<file path="src/rtl/ttk_pkg.sv">
// Shared types, constants and the character map of the keystroke typer.
package ttk_pkg;

    localparam int QUEUE_DEPTH = 64;
    localparam int PTR_W       = $clog2(QUEUE_DEPTH);
    localparam int TICKS_W     = 20;
    localparam int APB_DATA_W  = 32;
    localparam int APB_ADDR_W  = 3;

    localparam logic [TICKS_W-1:0] HOLD_RESET = 20'd20000;
    localparam logic [TICKS_W-1:0] GAP_RESET  = 20'd20000;
    localparam logic [7:0]         SHIFT_MOD  = 8'h02;

    typedef enum logic [1:0] {
        CMD_ENQUEUE = 2'd0,
        CMD_TICK    = 2'd1,
        CMD_PRESS   = 2'd2,
        CMD_RELEASE = 2'd3
    } cmd_t;

    typedef enum logic {
        REG_PRESS_HOLD  = 1'b0,
        REG_RELEASE_GAP = 1'b1
    } reg_sel_t;

    typedef enum logic {
        KIND_STATUS = 1'b0,
        KIND_REPORT = 1'b1
    } result_kind_t;

    typedef struct packed {
        logic       shift;
        logic [5:0] usage;
    } key_entry_t;

    typedef struct packed {
        logic       mapped;
        key_entry_t key;
    } key_map_t;

    typedef struct packed {
        logic empty;
        logic full;
        logic last_one;
    } fifo_status_t;

    typedef struct packed {
        logic press;
        logic rel;
        logic held;
    } pace_t;

    typedef struct packed {
        logic [TICKS_W-1:0] press_hold;
        logic [TICKS_W-1:0] release_gap;
    } timing_cfg_t;

    // ASCII byte to HID usage code; shifted characters set the shift flag.
    function automatic key_map_t map_char(logic [7:0] ch);
        key_map_t   m;
        logic [7:0] u;
        m = '0;
        u = 8'h00;
        case (ch) inside
            [8'h61:8'h7A]: u = 8'h04 + (ch - 8'h61);
            [8'h41:8'h5A]: begin u = 8'h04 + (ch - 8'h41); m.key.shift = 1'b1; end
            [8'h31:8'h39]: u = 8'h1E + (ch - 8'h31);
            8'h30: u = 8'h27;
            8'h20: u = 8'h2C;
            8'h0A: u = 8'h28;
            8'h2D: u = 8'h2D;
            8'h3D: u = 8'h2E;
            8'h5B: u = 8'h2F;
            8'h5D: u = 8'h30;
            8'h5C: u = 8'h31;
            8'h3B: u = 8'h33;
            8'h27: u = 8'h34;
            8'h60: u = 8'h35;
            8'h2C: u = 8'h36;
            8'h2E: u = 8'h37;
            8'h2F: u = 8'h38;
            8'h21: begin u = 8'h1E; m.key.shift = 1'b1; end
            8'h40: begin u = 8'h1F; m.key.shift = 1'b1; end
            8'h23: begin u = 8'h20; m.key.shift = 1'b1; end
            8'h24: begin u = 8'h21; m.key.shift = 1'b1; end
            8'h25: begin u = 8'h22; m.key.shift = 1'b1; end
            8'h5E: begin u = 8'h23; m.key.shift = 1'b1; end
            8'h26: begin u = 8'h24; m.key.shift = 1'b1; end
            8'h2A: begin u = 8'h25; m.key.shift = 1'b1; end
            8'h28: begin u = 8'h26; m.key.shift = 1'b1; end
            8'h29: begin u = 8'h27; m.key.shift = 1'b1; end
            8'h5F: begin u = 8'h2D; m.key.shift = 1'b1; end
            8'h2B: begin u = 8'h2E; m.key.shift = 1'b1; end
            8'h7B: begin u = 8'h2F; m.key.shift = 1'b1; end
            8'h7D: begin u = 8'h30; m.key.shift = 1'b1; end
            8'h7C: begin u = 8'h31; m.key.shift = 1'b1; end
            8'h3A: begin u = 8'h33; m.key.shift = 1'b1; end
            8'h22: begin u = 8'h34; m.key.shift = 1'b1; end
            8'h7E: begin u = 8'h35; m.key.shift = 1'b1; end
            8'h3C: begin u = 8'h36; m.key.shift = 1'b1; end
            8'h3E: begin u = 8'h37; m.key.shift = 1'b1; end
            8'h3F: begin u = 8'h38; m.key.shift = 1'b1; end
            default: u = 8'h00;
        endcase
        m.key.usage = u[5:0];
        m.mapped    = (u != 8'h00);
        return m;
    endfunction

endpackage

</file>
<file path="src/rtl/ttk_intf.sv">
// Valid/ready channel interfaces for command words and result words.
interface ttk_cmd_if;
    logic       valid;
    logic       ready;
    logic [1:0] command;
    logic [7:0] character;
    logic [7:0] modifier_bits;
    logic [7:0] key_code;
    logic       link_connected;

    modport source (output valid, command, character, modifier_bits, key_code,
                    link_connected, input ready);
    modport sink   (input valid, command, character, modifier_bits, key_code,
                    link_connected, output ready);
endinterface

interface ttk_res_if;
    logic       valid;
    logic       ready;
    logic       result_kind;
    logic       char_mapped;
    logic       char_stored;
    logic [7:0] report_modifiers;
    logic [7:0] report_keycode;
    logic       queue_empty;

    modport source (output valid, result_kind, char_mapped, char_stored,
                    report_modifiers, report_keycode, queue_empty, input ready);
    modport sink   (input valid, result_kind, char_mapped, char_stored,
                    report_modifiers, report_keycode, queue_empty, output ready);
endinterface

</file>
<file path="src/rtl/ttk_cfg_regs.sv">
// APB register block holding the press hold and release gap tick counts.
module ttk_cfg_regs (
    input  logic                             clk,
    input  logic                             rst_n,
    input  logic                             psel,
    input  logic                             penable,
    input  logic                             pwrite,
    input  logic [ttk_pkg::APB_ADDR_W-1:0]   paddr,
    input  logic [ttk_pkg::APB_DATA_W-1:0]   pwdata,
    output logic [ttk_pkg::APB_DATA_W-1:0]   prdata,
    output logic                             pready,
    output ttk_pkg::timing_cfg_t             cfg
);
    import ttk_pkg::*;

    logic [TICKS_W-1:0] hold_reg;
    logic [TICKS_W-1:0] gap_reg;
    reg_sel_t           sel;
    logic               wr_en;

    assign pready = 1'b1;
    assign sel    = reg_sel_t'(paddr[2]);
    assign wr_en  = psel && penable && pwrite;

    always_ff @(posedge clk or negedge rst_n)
    begin
        if (!rst_n)
        begin
            hold_reg <= HOLD_RESET;
            gap_reg  <= GAP_RESET;
        end
        else if (wr_en)
        begin
            case (sel)
                REG_PRESS_HOLD:  hold_reg <= pwdata[TICKS_W-1:0];
                REG_RELEASE_GAP: gap_reg  <= pwdata[TICKS_W-1:0];
                default:         hold_reg <= hold_reg;
            endcase
        end
    end

    always_comb
    begin
        case (sel)
            REG_PRESS_HOLD:  prdata = APB_DATA_W'(hold_reg);
            REG_RELEASE_GAP: prdata = APB_DATA_W'(gap_reg);
            default:         prdata = '0;
        endcase
    end

    assign cfg.press_hold  = hold_reg;
    assign cfg.release_gap = gap_reg;

endmodule

</file>
<file path="src/rtl/ttk_key_fifo.sv">
// Circular key queue in a memory with a registered head read.
module ttk_key_fifo (
    input  logic                  clk,
    input  logic                  rst_n,
    input  logic                  push,
    input  ttk_pkg::key_entry_t   push_key,
    input  logic                  pop,
    output ttk_pkg::key_entry_t   head,
    output ttk_pkg::fifo_status_t status
);
    import ttk_pkg::*;

    key_entry_t       mem [QUEUE_DEPTH];
    key_entry_t       head_reg;
    logic [PTR_W-1:0] wr_ptr_reg;
    logic [PTR_W-1:0] wr_ptr_next;
    logic [PTR_W-1:0] rd_ptr_reg;
    logic [PTR_W-1:0] rd_ptr_next;

    function automatic logic [PTR_W-1:0] ptr_inc(logic [PTR_W-1:0] p);
        return (p == PTR_W'(QUEUE_DEPTH - 1)) ? '0 : p + PTR_W'(1);
    endfunction

    always_comb
    begin
        wr_ptr_next     = push ? ptr_inc(wr_ptr_reg) : wr_ptr_reg;
        rd_ptr_next     = pop ? ptr_inc(rd_ptr_reg) : rd_ptr_reg;
        status.empty    = (rd_ptr_reg == wr_ptr_reg);
        status.full     = (ptr_inc(wr_ptr_reg) == rd_ptr_reg);
        status.last_one = (ptr_inc(rd_ptr_reg) == wr_ptr_reg);
    end

    always_ff @(posedge clk or negedge rst_n)
    begin
        if (!rst_n)
        begin
            wr_ptr_reg <= '0;
            rd_ptr_reg <= '0;
        end
        else
        begin
            wr_ptr_reg <= wr_ptr_next;
            rd_ptr_reg <= rd_ptr_next;
        end
    end

    // The head is re-read every cycle at the next read pointer; a write to that
    // same slot in this cycle is forwarded so the head is never stale.
    always_ff @(posedge clk)
    begin
        if (push)
        begin
            mem[wr_ptr_reg] <= push_key;
        end
        if (push && (wr_ptr_reg == rd_ptr_next))
        begin
            head_reg <= push_key;
        end
        else
        begin
            head_reg <= mem[rd_ptr_next];
        end
    end

    assign head = head_reg;

endmodule

</file>
<file path="src/rtl/ttk_pacer.sv">
// Tick countdown and held-key flag that pace queued key presses and releases.
module ttk_pacer (
    input  logic                 clk,
    input  logic                 rst_n,
    input  logic                 tick,
    input  logic                 fifo_empty,
    input  ttk_pkg::timing_cfg_t cfg,
    output ttk_pkg::pace_t       pace
);
    import ttk_pkg::*;

    logic               held_reg;
    logic               held_next;
    logic [TICKS_W-1:0] wait_reg;
    logic [TICKS_W-1:0] wait_next;
    logic               act;

    always_comb
    begin
        // A count of zero or one reaches zero on this tick, so the tick acts.
        act        = (wait_reg[TICKS_W-1:1] == '0);
        pace.press = tick && act && !held_reg && !fifo_empty;
        pace.rel   = tick && act && held_reg;
        pace.held  = held_reg;
        held_next  = held_reg;
        wait_next  = wait_reg;
        if (tick)
        begin
            if (!act)
            begin
                wait_next = wait_reg - TICKS_W'(1);
            end
            else if (held_reg)
            begin
                held_next = 1'b0;
                wait_next = cfg.release_gap;
            end
            else if (!fifo_empty)
            begin
                held_next = 1'b1;
                wait_next = cfg.press_hold;
            end
            else
            begin
                wait_next = '0;
            end
        end
    end

    always_ff @(posedge clk or negedge rst_n)
    begin
        if (!rst_n)
        begin
            held_reg <= 1'b0;
            wait_reg <= '0;
        end
        else
        begin
            held_reg <= held_next;
            wait_reg <= wait_next;
        end
    end

endmodule

</file>
<file path="src/rtl/text_to_keystroke_typer.sv">
// Top level of the ASCII to HID keystroke typer.
// Throughput: one command word per cycle when the result register is free; the input
// register and the result register form a two-stage pipe that advances on that condition.
// Reset (rst_n low, asynchronous): the queue empties, no key is held, the tick
// countdown is zero and both timing registers return to 20000 ticks.
module text_to_keystroke_typer (
    input  logic                           clk,
    input  logic                           rst_n,
    ttk_cmd_if.sink                        items,
    ttk_res_if.source                      results,
    input  logic                           psel,
    input  logic                           penable,
    input  logic                           pwrite,
    input  logic [ttk_pkg::APB_ADDR_W-1:0] paddr,
    input  logic [ttk_pkg::APB_DATA_W-1:0] pwdata,
    output logic [ttk_pkg::APB_DATA_W-1:0] prdata,
    output logic                           pready
);
    import ttk_pkg::*;

    // Input register: the accepted command word waits here while the queue head
    // for the current read pointer is fetched from memory.
    logic       s1_valid_reg;
    logic       s1_valid_next;
    cmd_t       s1_cmd_reg;
    logic [7:0] s1_char_reg;
    logic [7:0] s1_mods_reg;
    logic [7:0] s1_key_reg;
    logic       s1_link_reg;

    // Result register.
    logic         out_valid_reg;
    logic         out_valid_next;
    result_kind_t out_kind_reg;
    result_kind_t out_kind_next;
    logic         out_mapped_reg;
    logic         out_mapped_next;
    logic         out_stored_reg;
    logic         out_stored_next;
    logic [7:0]   out_mods_reg;
    logic [7:0]   out_mods_next;
    logic [7:0]   out_keycode_reg;
    logic [7:0]   out_keycode_next;
    logic         out_empty_reg;
    logic         out_empty_next;

    logic         out_free;
    logic         step;
    logic         accept;
    logic         push;
    logic         has_result;
    key_map_t     map;
    key_entry_t   head;
    fifo_status_t fstat;
    pace_t        pace;
    timing_cfg_t  cfg;

    ttk_cfg_regs u_cfg (
        .clk     (clk),
        .rst_n   (rst_n),
        .psel    (psel),
        .penable (penable),
        .pwrite  (pwrite),
        .paddr   (paddr),
        .pwdata  (pwdata),
        .prdata  (prdata),
        .pready  (pready),
        .cfg     (cfg)
    );

    // The stage holding a word moves on whenever the result register can take
    // its outcome, whether or not that word produces a result.
    assign out_free    = !out_valid_reg || results.ready;
    assign step        = s1_valid_reg && out_free;
    assign items.ready = !s1_valid_reg || out_free;
    assign accept      = items.valid && items.ready;

    assign map  = map_char(s1_char_reg);
    assign push = step && (s1_cmd_reg == CMD_ENQUEUE) && map.mapped && !fstat.full;

    ttk_key_fifo u_fifo (
        .clk      (clk),
        .rst_n    (rst_n),
        .push     (push),
        .push_key (map.key),
        .pop      (pace.press),
        .head     (head),
        .status   (fstat)
    );

    ttk_pacer u_pacer (
        .clk        (clk),
        .rst_n      (rst_n),
        .tick       (step && (s1_cmd_reg == CMD_TICK)),
        .fifo_empty (fstat.empty),
        .cfg        (cfg),
        .pace       (pace)
    );

    // Result formation. Enqueue always reports its status; every keyboard report,
    // direct or paced, is dropped while the link is down, but the queue and the
    // pacer state move on regardless.
    always_comb
    begin
        has_result       = 1'b0;
        out_kind_next    = KIND_REPORT;
        out_mapped_next  = 1'b0;
        out_stored_next  = 1'b0;
        out_mods_next    = 8'h00;
        out_keycode_next = 8'h00;
        out_empty_next   = fstat.empty;
        case (s1_cmd_reg)
            CMD_ENQUEUE:
            begin
                has_result      = 1'b1;
                out_kind_next   = KIND_STATUS;
                out_mapped_next = map.mapped;
                out_stored_next = push;
                out_empty_next  = fstat.empty && !push;
            end
            CMD_TICK:
            begin
                if (pace.rel)
                begin
                    has_result = s1_link_reg;
                end
                else if (pace.press)
                begin
                    has_result       = s1_link_reg;
                    out_mods_next    = head.shift ? SHIFT_MOD : 8'h00;
                    out_keycode_next = {2'b00, head.usage};
                    out_empty_next   = fstat.last_one;
                end
            end
            CMD_PRESS:
            begin
                has_result       = s1_link_reg;
                out_mods_next    = s1_mods_reg;
                out_keycode_next = s1_key_reg;
            end
            CMD_RELEASE:
            begin
                has_result = s1_link_reg;
            end
            default:
            begin
                has_result = 1'b0;
            end
        endcase
    end

    always_comb
    begin
        s1_valid_next = s1_valid_reg;
        if (accept)
        begin
            s1_valid_next = 1'b1;
        end
        else if (step)
        begin
            s1_valid_next = 1'b0;
        end

        out_valid_next = out_valid_reg;
        if (step)
        begin
            out_valid_next = has_result;
        end
        else if (results.ready)
        begin
            out_valid_next = 1'b0;
        end
    end

    always_ff @(posedge clk or negedge rst_n)
    begin
        if (!rst_n)
        begin
            s1_valid_reg  <= 1'b0;
            out_valid_reg <= 1'b0;
        end
        else
        begin
            s1_valid_reg  <= s1_valid_next;
            out_valid_reg <= out_valid_next;
        end
    end

    always_ff @(posedge clk)
    begin
        if (accept)
        begin
            s1_cmd_reg  <= cmd_t'(items.command);
            s1_char_reg <= items.character;
            s1_mods_reg <= items.modifier_bits;
            s1_key_reg  <= items.key_code;
            s1_link_reg <= items.link_connected;
        end
        if (step && has_result)
        begin
            out_kind_reg    <= out_kind_next;
            out_mapped_reg  <= out_mapped_next;
            out_stored_reg  <= out_stored_next;
            out_mods_reg    <= out_mods_next;
            out_keycode_reg <= out_keycode_next;
            out_empty_reg   <= out_empty_next;
        end
    end

    assign results.valid            = out_valid_reg;
    assign results.result_kind      = out_kind_reg;
    assign results.char_mapped      = out_mapped_reg;
    assign results.char_stored      = out_stored_reg;
    assign results.report_modifiers = out_mods_reg;
    assign results.report_keycode   = out_keycode_reg;
    assign results.queue_empty      = out_empty_reg;

    // A paced press leaves a key held on the next cycle.
    a_press_sets_held: assert property (@(posedge clk) disable iff (!rst_n)
        pace.press |=> pace.held)
        else $error("key not held after a paced press");

    // A paced release clears the held flag on the next cycle.
    a_release_clears_held: assert property (@(posedge clk) disable iff (!rst_n)
        pace.rel |=> !pace.held)
        else $error("key still held after a paced release");

    // The command side only stalls when both pipeline registers are occupied.
    a_stall_only_when_full: assert property (@(posedge clk) disable iff (!rst_n)
        !items.ready |-> (s1_valid_reg && out_valid_reg))
        else $error("command side stalled with a free stage");

    // A key just stored cannot leave the queue reported as empty.
    a_stored_not_empty: assert property (@(posedge clk) disable iff (!rst_n)
        (step && push) |=> (out_valid_reg && !out_empty_reg))
        else $error("stored key reported with an empty queue");

endmodule
</file>
<file path="src/flat_wrapper.sv">
// flat-port wrapper written by rule: the top's interface ports become plain ports
module text_to_keystroke_typer_flat import ttk_pkg::*;
  (clk, rst_n, psel, penable, pwrite, paddr, pwdata, prdata, pready, items_valid, items_command, items_character, items_modifier_bits, items_key_code, items_link_connected, items_ready, results_valid, results_result_kind, results_char_mapped, results_char_stored, results_report_modifiers, results_report_keycode, results_queue_empty, results_ready);
  ttk_cmd_if items_i ();
  ttk_res_if results_i ();
  input  logic clk;
  input  logic rst_n;
  input  logic psel;
  input  logic penable;
  input  logic pwrite;
  input  logic [ttk_pkg::APB_ADDR_W-1:0] paddr;
  input  logic [ttk_pkg::APB_DATA_W-1:0] pwdata;
  output logic [ttk_pkg::APB_DATA_W-1:0] prdata;
  output logic pready;
  input wire logic [$bits(items_i.valid)-1:0] items_valid;
  input wire logic [$bits(items_i.command)-1:0] items_command;
  input wire logic [$bits(items_i.character)-1:0] items_character;
  input wire logic [$bits(items_i.modifier_bits)-1:0] items_modifier_bits;
  input wire logic [$bits(items_i.key_code)-1:0] items_key_code;
  input wire logic [$bits(items_i.link_connected)-1:0] items_link_connected;
  output wire logic [$bits(items_i.ready)-1:0] items_ready;
  output wire logic [$bits(results_i.valid)-1:0] results_valid;
  output wire logic [$bits(results_i.result_kind)-1:0] results_result_kind;
  output wire logic [$bits(results_i.char_mapped)-1:0] results_char_mapped;
  output wire logic [$bits(results_i.char_stored)-1:0] results_char_stored;
  output wire logic [$bits(results_i.report_modifiers)-1:0] results_report_modifiers;
  output wire logic [$bits(results_i.report_keycode)-1:0] results_report_keycode;
  output wire logic [$bits(results_i.queue_empty)-1:0] results_queue_empty;
  input wire logic [$bits(results_i.ready)-1:0] results_ready;
  assign items_i.valid = items_valid;
  assign items_i.command = items_command;
  assign items_i.character = items_character;
  assign items_i.modifier_bits = items_modifier_bits;
  assign items_i.key_code = items_key_code;
  assign items_i.link_connected = items_link_connected;
  assign items_ready = items_i.ready;
  assign results_valid = results_i.valid;
  assign results_result_kind = results_i.result_kind;
  assign results_char_mapped = results_i.char_mapped;
  assign results_char_stored = results_i.char_stored;
  assign results_report_modifiers = results_i.report_modifiers;
  assign results_report_keycode = results_i.report_keycode;
  assign results_queue_empty = results_i.queue_empty;
  assign results_i.ready = results_ready;
  text_to_keystroke_typer u_core (.clk(clk), .rst_n(rst_n), .items(items_i), .results(results_i), .psel(psel), .penable(penable), .pwrite(pwrite), .paddr(paddr), .pwdata(pwdata), .prdata(prdata), .pready(pready));
endmodule
</file>
<file path="config.mk">
export PLATFORM = sky130hd
export DESIGN_NAME = text_to_keystroke_typer_flat
export DESIGN_NICKNAME = d
export VERILOG_FILES = /design/src/rtl/ttk_pkg.sv /design/src/rtl/ttk_intf.sv /design/src/rtl/ttk_cfg_regs.sv /design/src/rtl/ttk_key_fifo.sv /design/src/rtl/ttk_pacer.sv /design/src/rtl/text_to_keystroke_typer.sv /design/src/flat_wrapper.sv
export SDC_FILE = /design/constraint.sdc
export NUM_CORES = 1
export LEC_CHECK = 0
export BUFFER_PORTS_ARGS = -buffer_cell sky130_fd_sc_hd__clkbuf_2
export CORE_MARGIN = 10
export CORE_UTILIZATION = 50
export DETAILED_ROUTE_END_ITERATION = 10
export GPL_TIMING_DRIVEN = 0
export PLACE_DENSITY = 0.67
export SLEW_MARGIN = 20
export SYNTH_ARGS = -nofsm -noshare
export SYNTH_HDL_FRONTEND = slang
export SYNTH_SLANG_ARGS = --single-unit
</file>
<file path="constraint.sdc">
create_clock -name clk -period 6 [get_ports clk]
set_input_delay 1.2 -clock clk [delete_from_list [all_inputs] [get_ports clk]]
set_output_delay 1.2 -clock clk [all_outputs]
set_load 0.1 [all_outputs]
</file>
==> impl_metrics.toml, run 1 <==
[finish]
antennaDiodeCount = 0
area_growth_pct = 15.88
layout-drive-gt1-share_pct = 31.69
top_register = "u_core.u_fifo.mem"
nFillCells = 3700
multi_input_area_mm2 = 0.007891
design_area_mm2 = 0.02886
fin_nets = 1782
layout.cells.non_filler = 2412
largest_reg_flops = 448
final_common_cell = "edfxtp_1"
final_cell_mix = "edfxtp_1, mux4_2, clkbuf_2, clkbuf_1, nand2_1"
finish.utilization_pct = 58.83
regArea_mm2 = 0.01687

[global_route]
grt_pass1_vias = 14870
grt_pass1_wl_mm = 92.67
grt_max_degree = 66
antenna_found_initial = 0
overflow = 0
grt_use_total_pct = 20.31

[route]
first_pass_iters = 5
wirelength_mm = 60.35
num_vias = 14700
dr.first_iter.drc_count = 1612
via_per_inst = 6.096
ant_nets = 0
drc = 0
wl_per_cell_um = 25.02

[worst_setup_path]
cp_max_fo = 65
cp-end-kind = "flip-flop"
crit_chain = "inv_1 -> ha_1 -> clkbuf_1 -> nor3_1 -> nor2b_1 -> a221oi_1 -> o211ai_1 -> a31oi_1 -> o22a_4 -> o41ai_4 -> or2_1 -> buf_4 -> buf_4 -> nor3_1"
worstPathArrival_ns = 5.58
cp_slowest_stage_delay_ns = 0.86
setup.worst_path.start_class = "flip-flop"
worst-setup-path-type = "reg -> reg"
crit_required_ns = 6.22
slowest_stage = "nor3_1"

[clock_network]
cts_buffer_depth = 3
numCtsBuffers = 59
post_cts_resized = 0
clk_latency_ns = 0.61
cts-root-buf = "clkbuf_16"
post-cts-setup-buffer-count = 0
clkTransAtPathRegs_ns = 0.06
cts_num_sinks = 576
cts_tree = "yes"
hold_buffers = 0
cts.htree.levels = 2

[floorplanning]
start_util_pct = 50.76
die_x_um = 243.2
core-area_mm2 = 0.04905
ios = 124
die_h_um = 243.2
dieArea_mm2 = 0.05913
rows = 81

[pwr]
cellPowerDensity_mw_per_mm2 = 348.4
finalPower_mw = 10.05
p_leak_nw = 9.468
ir_worst_vdd_mv = 0.2069

[outcome]
status = "completed"

[sta]
worst_pin_slew_ns = 1.050
finalCritPeriodShare_pct = 89.28
fmax_mhz = 186.7
setup_violations = 0
slew_viol_final = 0
fin_tns_setup_ns = 0
holdWs_ns = 0.5090
hold_viol_final = 0
period_needed_ns = 5.357
maxSlewHeadroom_pct = 29.46
clock-skew-final_ns = 0.02071
rsz0062_at_grt = "no"
worst_slack_ns = 0.6431

[synth]
synth_ff_type = "edfxtp_1"
synth.avg_cell_area_um2 = 16.80
synth_top_family_by_area = "multiplexers"
synth_mux_area_share_pct = 16.05
synth-compound-area-share_pct = 5.005
ys_warn_count = 0
synth_xor_area_share_pct = 0.9497
synth_cells = 1482
yosysUniqueCellTypes = 81
async_reset_ff_share_pct = 13.02
synth_seq_area_share_pct = 67.77
yosys.area_share.simple_pct = 7.155
synth_enable_flop_cells = 495
syn-cell-area_mm2 = 0.02490
synth_fa_ha_area_share_pct = 0.6532
synth-seq-cells = 576

[place]
pre_cts_slack_ns = 0.4348
dp_hpwl_mm = 41.80
gp_congestion = 0.8704
portBuffers = 96
dp_cells = 2303
dpl_cell_area_mm2 = 0.02698

[run]
drv_cap = 0

[worst_hold_path]
hold_path.class = "reg -> reg"
## cell usage after synthesis (9+ instances only)
| cell | instances | area [um2] |
|---|---|---|
| edfxtp_1 | 495 | 14860 |
| mux4_2 | 147 | 3311 |
| nand2_1 | 66 | 247.7 |
| dfrtp_1 | 65 | 1627 |
| clkbuf_1 | 61 | 229.0 |
| mux2_2 | 60 | 675.7 |
| nor2_1 | 57 | 214.0 |
| o21ai_0 | 53 | 265.3 |
| a21oi_1 | 48 | 240.2 |
| nor3_1 | 48 | 240.2 |
| nor4_1 | 47 | 294.0 |
| buf_1 | 33 | 123.9 |
| xnor2_1 | 18 | 157.7 |
| buf_4 | 16 | 120.1 |
| inv_1 | 16 | 60.06 |
| ha_1 | 13 | 162.7 |
| nor2b_1 | 13 | 81.33 |
| and2_1 | 12 | 75.07 |
| nand3_1 | 12 | 60.06 |
| a22oi_1 | 10 | 75.07 |
| a31oi_1 | 10 | 62.56 |
| buf_2 | 10 | 50.05 |
| dfstp_2 | 10 | 262.8 |
| o22a_1 | 10 | 87.58 |
| nand3b_1 | 9 | 67.56 |
| nand4_1 | 9 | 56.30 |
| xor2_1 | 9 | 78.83 |
## final timing paths
check	end	depth (start not counted)	slack [ns]	startpoint
min reg2reg	u_core.u_pacer.wait_reg[19]	1	0.51	u_core.u_pacer.wait_reg[19]
max	u_core.u_fifo.mem[13][0]	14	0.64	u_core.s1_char_reg[0]
min	u_core.u_pacer.wait_reg[19]	1	0.51	u_core.u_pacer.wait_reg[19]
max reg2reg	u_core.u_fifo.mem[13][0]	14	0.64	u_core.s1_char_reg[0]
min in group asynchronous	u_core.u_cfg.gap_reg[6]	1	0.65	rst_n
max in group asynchronous	u_core.u_cfg.gap_reg[9]	2	4.67	rst_n
## power breakdown
part | leakage (nW) | internal (mW) | switching [mW]
Combinational | 3.07 | 0.550 | 1.32
Sequential | 5.52 | 4.63 | 0.138
Clock | 0.878 | 1.96 | 1.46
Total | 9.47 | 7.14 | 2.92
## layer usage
metal  vias up  track usage, %  share of wire, %
li1       6384               -                 -
met1      7574           27.96                42
met2       635           32.01                47
met3       111           4.074               7.9
met4         0           6.745               2.9
met5         -               0                 0
## worst max-delay path, delay by kind of cell (launching register included)
kind | cells | cell delay [ns]
AOI/OAI and AO/OA | 5 | 1.88
and+or+nand+nor | 4 | 1.55
buffers and inverters | 4 | 0.79
DFF | 1 | 0.42
adders and majority gates | 1 | 0.31
## kinds of logic (layout without fill, tap and decap cells)
logic type	count (synthesis)	count (layout)
flip-flops	576	576
AND/OR/NAND/NOR	329	329
multiplexers	208	208
AO/OA/AOI/OAI	190	190
buffers and inverters	137	392
XOR/XNOR	27	27
adder cells (fa/ha/maj)	13	13
other	2	13
## final cells by class
type / instances / share of cell area, %
multi-input combinational: 780 / 27.35
tap: 664 / 2.879
inverter: 16 / 0.2081
buffer: 121 / 1.869
clock buffer: 68 / 5.234
clock inverter: 41 / 0.9843
timing repair buffer: 146 / 3.001
sequential: 576 / 58.48
No activity file was read; power rests on OpenSTA's default activity.
==> inputs of run 2 (changes only) <==
- CORE_UTILIZATION: 50 -> 40
- CTS_BUF_LIST: default -> sky130_fd_sc_hd__clkbuf_2 sky130_fd_sc_hd__clkbuf_4 sky130_fd_sc_hd__clkbuf_8
- PLACE_DENSITY: 0.67 -> default
==> run 2 against run 1 <==
Critical path depth is the same. Worst hold slack barely moved. Via count increased by 0.31%. Sequential power is essentially flat. Non-clock buffer count decreased by 1. Critical path type unchanged. Largest cell class unchanged. Highest routed layer is now met5.
==> impl_metrics.toml, run 2 (same netlist as run 1, synthesis figures left out) <==
[place]
gp_congestion = 0.8723
dp_hpwl_mm = 42.98
dpl_cell_area_mm2 = 0.02718
pre_cts_slack_ns = 0.4582
portBuffers = 96

[finish]
antennaDiodeCount = 0
final_common_cell = "edfxtp_1"
nFillCells = 5322
area_growth_pct = 17.01
top_register = "u_core.u_fifo.mem"
design_area_mm2 = 0.02914
final_cell_mix = "edfxtp_1, mux4_2, clkbuf_8, clkbuf_2, nand2_1"
largest_reg_flops = 448
fin_nets = 1815
finish.utilization_pct = 47.21
layout-drive-gt1-share_pct = 34.86

[worst_setup_path]
crit_required_ns = 6.28
cp_max_fo = 65
rr_startpoint = "u_core.s1_char_reg[0]"
r2r_end = "u_core.u_fifo.mem[4][3]"
setup.worst_path.start_class = "flip-flop"
ff2ff_setup_slack_ns = 0.60
worst-setup-path-type = "reg -> reg"
reg2regPathDepth = 14
cp-end-kind = "flip-flop"
worstPathArrival_ns = 5.68

[route]
first_pass_iters = 5
wirelength_mm = 61.82
via_per_inst = 5.579
drc = 0
num_vias = 14750
ant_nets = 0
wl_per_cell_um = 23.38
dr.first_iter.drc_count = 1217

[sta]
rsz0062_at_grt = "no"
hold_viol_final = 0
worst_pin_slew_ns = 1.107
finalCritPeriodShare_pct = 90.01
worst_slack_ns = 0.5996
fmax_mhz = 185.2
slew_viol_final = 0
setup_violations = 0
period_needed_ns = 5.400
maxSlewHeadroom_pct = 25.63
clock-skew-final_ns = 0.03269

[outcome]
status = "completed"

[clock_network]
cts_buffer_depth = 3
clkTransAtPathRegs_ns = 0.06
cts-root-buf = "clkbuf_8"
cts_tree = "yes"
hold_buffers = 0
cts_num_sinks = 576
cts.htree.levels = 3
post-cts-setup-buffer-count = 0
post_cts_resized = 0
numCtsBuffers = 93
clk_latency_ns = 0.70

[worst_hold_path]
holdPathStages = 1
holdPathEnd = "u_core.u_pacer.wait_reg[18]"
hold_path.class = "reg -> reg"
min-delay-start = "u_core.u_pacer.wait_reg[18]"

[global_route]
antenna_found_initial = 1
grt_pass1_wl_mm = 94.43
overflow = 0
grt_use_total_pct = 16.76
grt_pass1_vias = 15100
grt_max_degree = 66

[pwr]
finalPower_mw = 10.07
p_leak_nw = 9.572
ir_worst_vdd_mv = 0.1364
cellPowerDensity_mw_per_mm2 = 345.6

[floorplanning]
core-area_mm2 = 0.06171
ios = 124
dieArea_mm2 = 0.07263
start_util_pct = 40.35
rows = 91
die_h_um = 269.5
die_x_um = 269.5

[run]
drv_cap = 0
## run 2: cell count changes in the layout (fill, tap and decap cells not counted), sizes merged
cell / change
clkbuf: +64
clkinv: -5
clkinvlp: +2
bufinv: -1
inv: -1
## run 2: final cells by class
class | count | area, um2 | area share [%]
sequential | 576 | 16870 | 57.91
multi-input combinational | 780 | 7891 | 27.08
clock buffer | 133 | 1618 | 5.553
tap | 837 | 1047 | 3.594
timing repair buffer | 145 | 858.3 | 2.946
buffer | 121 | 536.8 | 1.842
clock inverter | 36 | 250.2 | 0.8589
inverter | 16 | 60.06 | 0.2061
## run 2: worst max path at each step
stage | start | endpoint | cells after the start
after floorplan | u_core.s1_char_reg[0] | u_core.u_fifo.mem[0][0] | 9
after global placement | u_core.s1_char_reg[0] | u_core.u_fifo.mem[36][0] | 9
after detailed placement | u_core.s1_char_reg[0] | u_core.u_fifo.mem[52][1] | 14
after CTS | u_core.s1_char_reg[0] | u_core.u_fifo.mem[47][6] | 14
after global routing | u_core.s1_char_reg[0] | u_core.u_fifo.mem[4][3] | 14
final | u_core.s1_char_reg[0] | u_core.u_fifo.mem[4][3] | 14
## run 2: layer usage
layer	wire length, um	vias up	track usage, %
met4	1644	2	5.588
met2	29710	632	27.04
met1	25890	7514	22.13
met5	13	-	0
li1	-	6466	-
met3	4566	136	3.859
## run 2: worst max-delay path, stage by stage, from the launching register on
cell,delay [ns]
edfxtp_1,0.41
inv_1,0.13
ha_1,0.31
clkbuf_1,0.29
nor3_1,0.33
nor2b_1,0.08
a221oi_1,0.54
o211ai_1,0.19
a31oi_1,0.22
o22a_4,0.64
o41ai_4,0.28
or2_1,0.28
buf_4,0.16
buf_4,0.21
nor3_1,0.91
## run 2: power breakdown
| part | internal [mW] | switching [mW] | total [mW] | leakage, nW |
|---|---|---|---|---|
| clock | 1.87 | 1.56 | 3.42 | 0.995 |
| combinational | 0.551 | 1.33 | 1.88 | 3.06 |
| sequential | 4.63 | 0.139 | 4.77 | 5.52 |
## run 2: through the flow
stage               TNS [ns]  cells  hold WS (ns)
floorplan                  0   1493        0.4665
global placement     -684.24   2426        0.4849
detailed placement         0   2475        0.4958
CTS                        0   2644        0.5090
global route               0   2644        0.5430
finish                     0   2644        0.5091
==> inputs of run 3 (changes only) <==
- CORE_MARGIN: 10 -> 4
==> run 3 against run 2 <==
Clock skew shrank 0.0084 ns. Worst hold slack gained 0.0065 ns. Sequential share of layout area barely moved. Utilization hardly changed. Wire length shrank 0.92%. Sequential power about the same. Clock power is essentially flat. Critical endpoint is now u_core.u_fifo.mem[61][5]. Largest power group unchanged.
==> impl_metrics.toml, run 3 (same netlist as run 1, synthesis figures left out) <==
[outcome]
status = "completed"

[floorplanning]
die_x_um = 257.5
rows = 91
start_util_pct = 40.35
ios = 124
die_h_um = 257.5
dieArea_mm2 = 0.06631
core-area_mm2 = 0.06171

[finish]
area_growth_pct = 17.07
finish.utilization_pct = 47.24
final_cell_mix = "edfxtp_1, mux4_2, clkbuf_2, clkbuf_8, nand2_1"
layout-drive-gt1-share_pct = 34.56
final_common_cell = "edfxtp_1"
fin_nets = 1817
antennaDiodeCount = 0
largest_reg_flops = 448
top_register = "u_core.u_fifo.mem"

[clock_network]
cts_tree = "yes"
hold_buffers = 0
cts-root-buf = "clkbuf_8"
cts.htree.levels = 3
clk_latency_ns = 0.68
cts_num_sinks = 576
post_cts_resized = 0
post-cts-setup-buffer-count = 0
cts_buffer_depth = 3
clkTransAtPathRegs_ns = 0.06
numCtsBuffers = 94

[worst_hold_path]
hold_path.class = "reg -> reg"
min-delay-start = "u_core.u_pacer.wait_reg[19]"
holdPathEnd = "u_core.u_pacer.wait_reg[19]"
holdPathStages = 1

[sta]
hold_viol_final = 0
slew_viol_final = 0
worst_pin_slew_ns = 1.078
setup_violations = 0
rsz0062_at_grt = "no"
fmax_mhz = 182.1
fin_tns_setup_ns = 0
period_needed_ns = 5.492
holdWs_ns = 0.5156
maxSlewHeadroom_pct = 27.59
finalCritPeriodShare_pct = 91.53
clock-skew-final_ns = 0.02428

[place]
gp_congestion = 0.8575
portBuffers = 96
dp_hpwl_mm = 42.43

[route]
first_pass_iters = 5
via_per_inst = 5.552
drc = 0
num_vias = 14720
wirelength_mm = 61.25
wl_per_cell_um = 23.10
ant_nets = 0
dr.first_iter.drc_count = 1444

[global_route]
grt_use_total_pct = 18.44
grt_pass1_wl_mm = 93.67
grt_pass1_vias = 14980
grt_max_degree = 66
overflow = 0
antenna_found_initial = 1

[pwr]
cellPowerDensity_mw_per_mm2 = 344.2
finalPower_mw = 10.03
p_leak_nw = 9.568
ir_worst_vdd_mv = 0.1573

[worst_setup_path]
cp-end-kind = "flip-flop"
reg2regPathDepth = 14
setup.worst_path.start_class = "flip-flop"
rr_startpoint = "u_core.s1_char_reg[0]"
r2r_end = "u_core.u_fifo.mem[61][5]"
cp_max_fo = 65
worst-setup-path-type = "reg -> reg"
worstPathArrival_ns = 5.77
crit_required_ns = 6.28
ff2ff_setup_slack_ns = 0.51

[run]
drv_cap = 0
-- run 3: changes by cell type in the layout (fill, tap and decap cells not counted) --
| cell | previous run | this run |
|---|---|---|
| clkinv_1 | 15 | 27 |
| clkinv_2 | 14 | 10 |
| clkinvlp_4 | 3 | 4 |
| buf_2 | 44 | 40 |
| clkbuf_4 | 35 | 33 |
| buf_4 | 23 | 28 |
| buf_6 | 3 | 4 |
| clkbuf_8 | 99 | 98 |
| buf_1 | 31 | 29 |
| clkbuf_2 | 97 | 99 |
| buf_12 | 3 | 2 |
-- run 3: worst max-delay path by stage --
stage                     cells past startpoint                       end                   from  slack [ns]
after floorplan                               9   u_core.u_fifo.mem[0][0]  u_core.s1_char_reg[0]        0.80
after global placement                        9  u_core.u_fifo.mem[38][0]  u_core.s1_char_reg[0]       -2.72
after detailed placement                     14  u_core.u_fifo.mem[20][4]  u_core.s1_char_reg[0]        0.32
after CTS                                    14  u_core.u_fifo.mem[39][1]  u_core.s1_char_reg[0]        0.26
after global routing                         14  u_core.u_fifo.mem[61][5]  u_core.s1_char_reg[0]        0.05
final                                        14  u_core.u_fifo.mem[61][5]  u_core.s1_char_reg[0]        0.51
-- run 3: stage by stage --
step                      area, um2  worst slack [ns]  std cells
final                         29150            0.5080       2651
after floorplan               24940            0.8045       1493
after CTS                     29040            0.2649       2650
after global routing          29150           0.04707       2651
after global placement        26470            -2.725       2426
after detailed placement      27160            0.3246       2475
-- run 3: where the power goes --
part / switching, mW / internal, mW / total, mW
sequential: 0.137 / 4.63 / 4.77
clock: 1.56 / 1.84 / 3.40
combinational: 1.32 / 0.549 / 1.87
total: 3.01 / 7.02 / 10.0
-- run 3: layout make-up --
class	instances	area, um2
multi-input combinational	780	7891
tap	837	1047
inverter	16	60.06
clock buffer	130	1589
sequential	576	16870
fill	5314	32560
timing repair buffer	146	867.1
buffer	121	539.3
clock inverter	45	282.8
-- run 3: per-layer routing --
metal / GRT usage [%] / wire length (um)
met1: 25.23 / 25330
met2: 30.09 / 29770
met3: 4.006 / 4849
met4: 5.170 / 1288
met5: 0 / 13
-- run 3: worst max-delay path, cell delays in order (launching register included) --
cell      delay [ns]
edfxtp_1        0.43
inv_1           0.14
ha_1            0.31
clkbuf_1        0.30
nor3_1          0.32
nor2b_1         0.08
a221oi_1        0.54
o211ai_1        0.21
a31oi_1         0.27
o22a_4          0.66
o41ai_4         0.28
or2_1           0.28
buf_4           0.16
buf_4           0.21
nor3_1          0.89
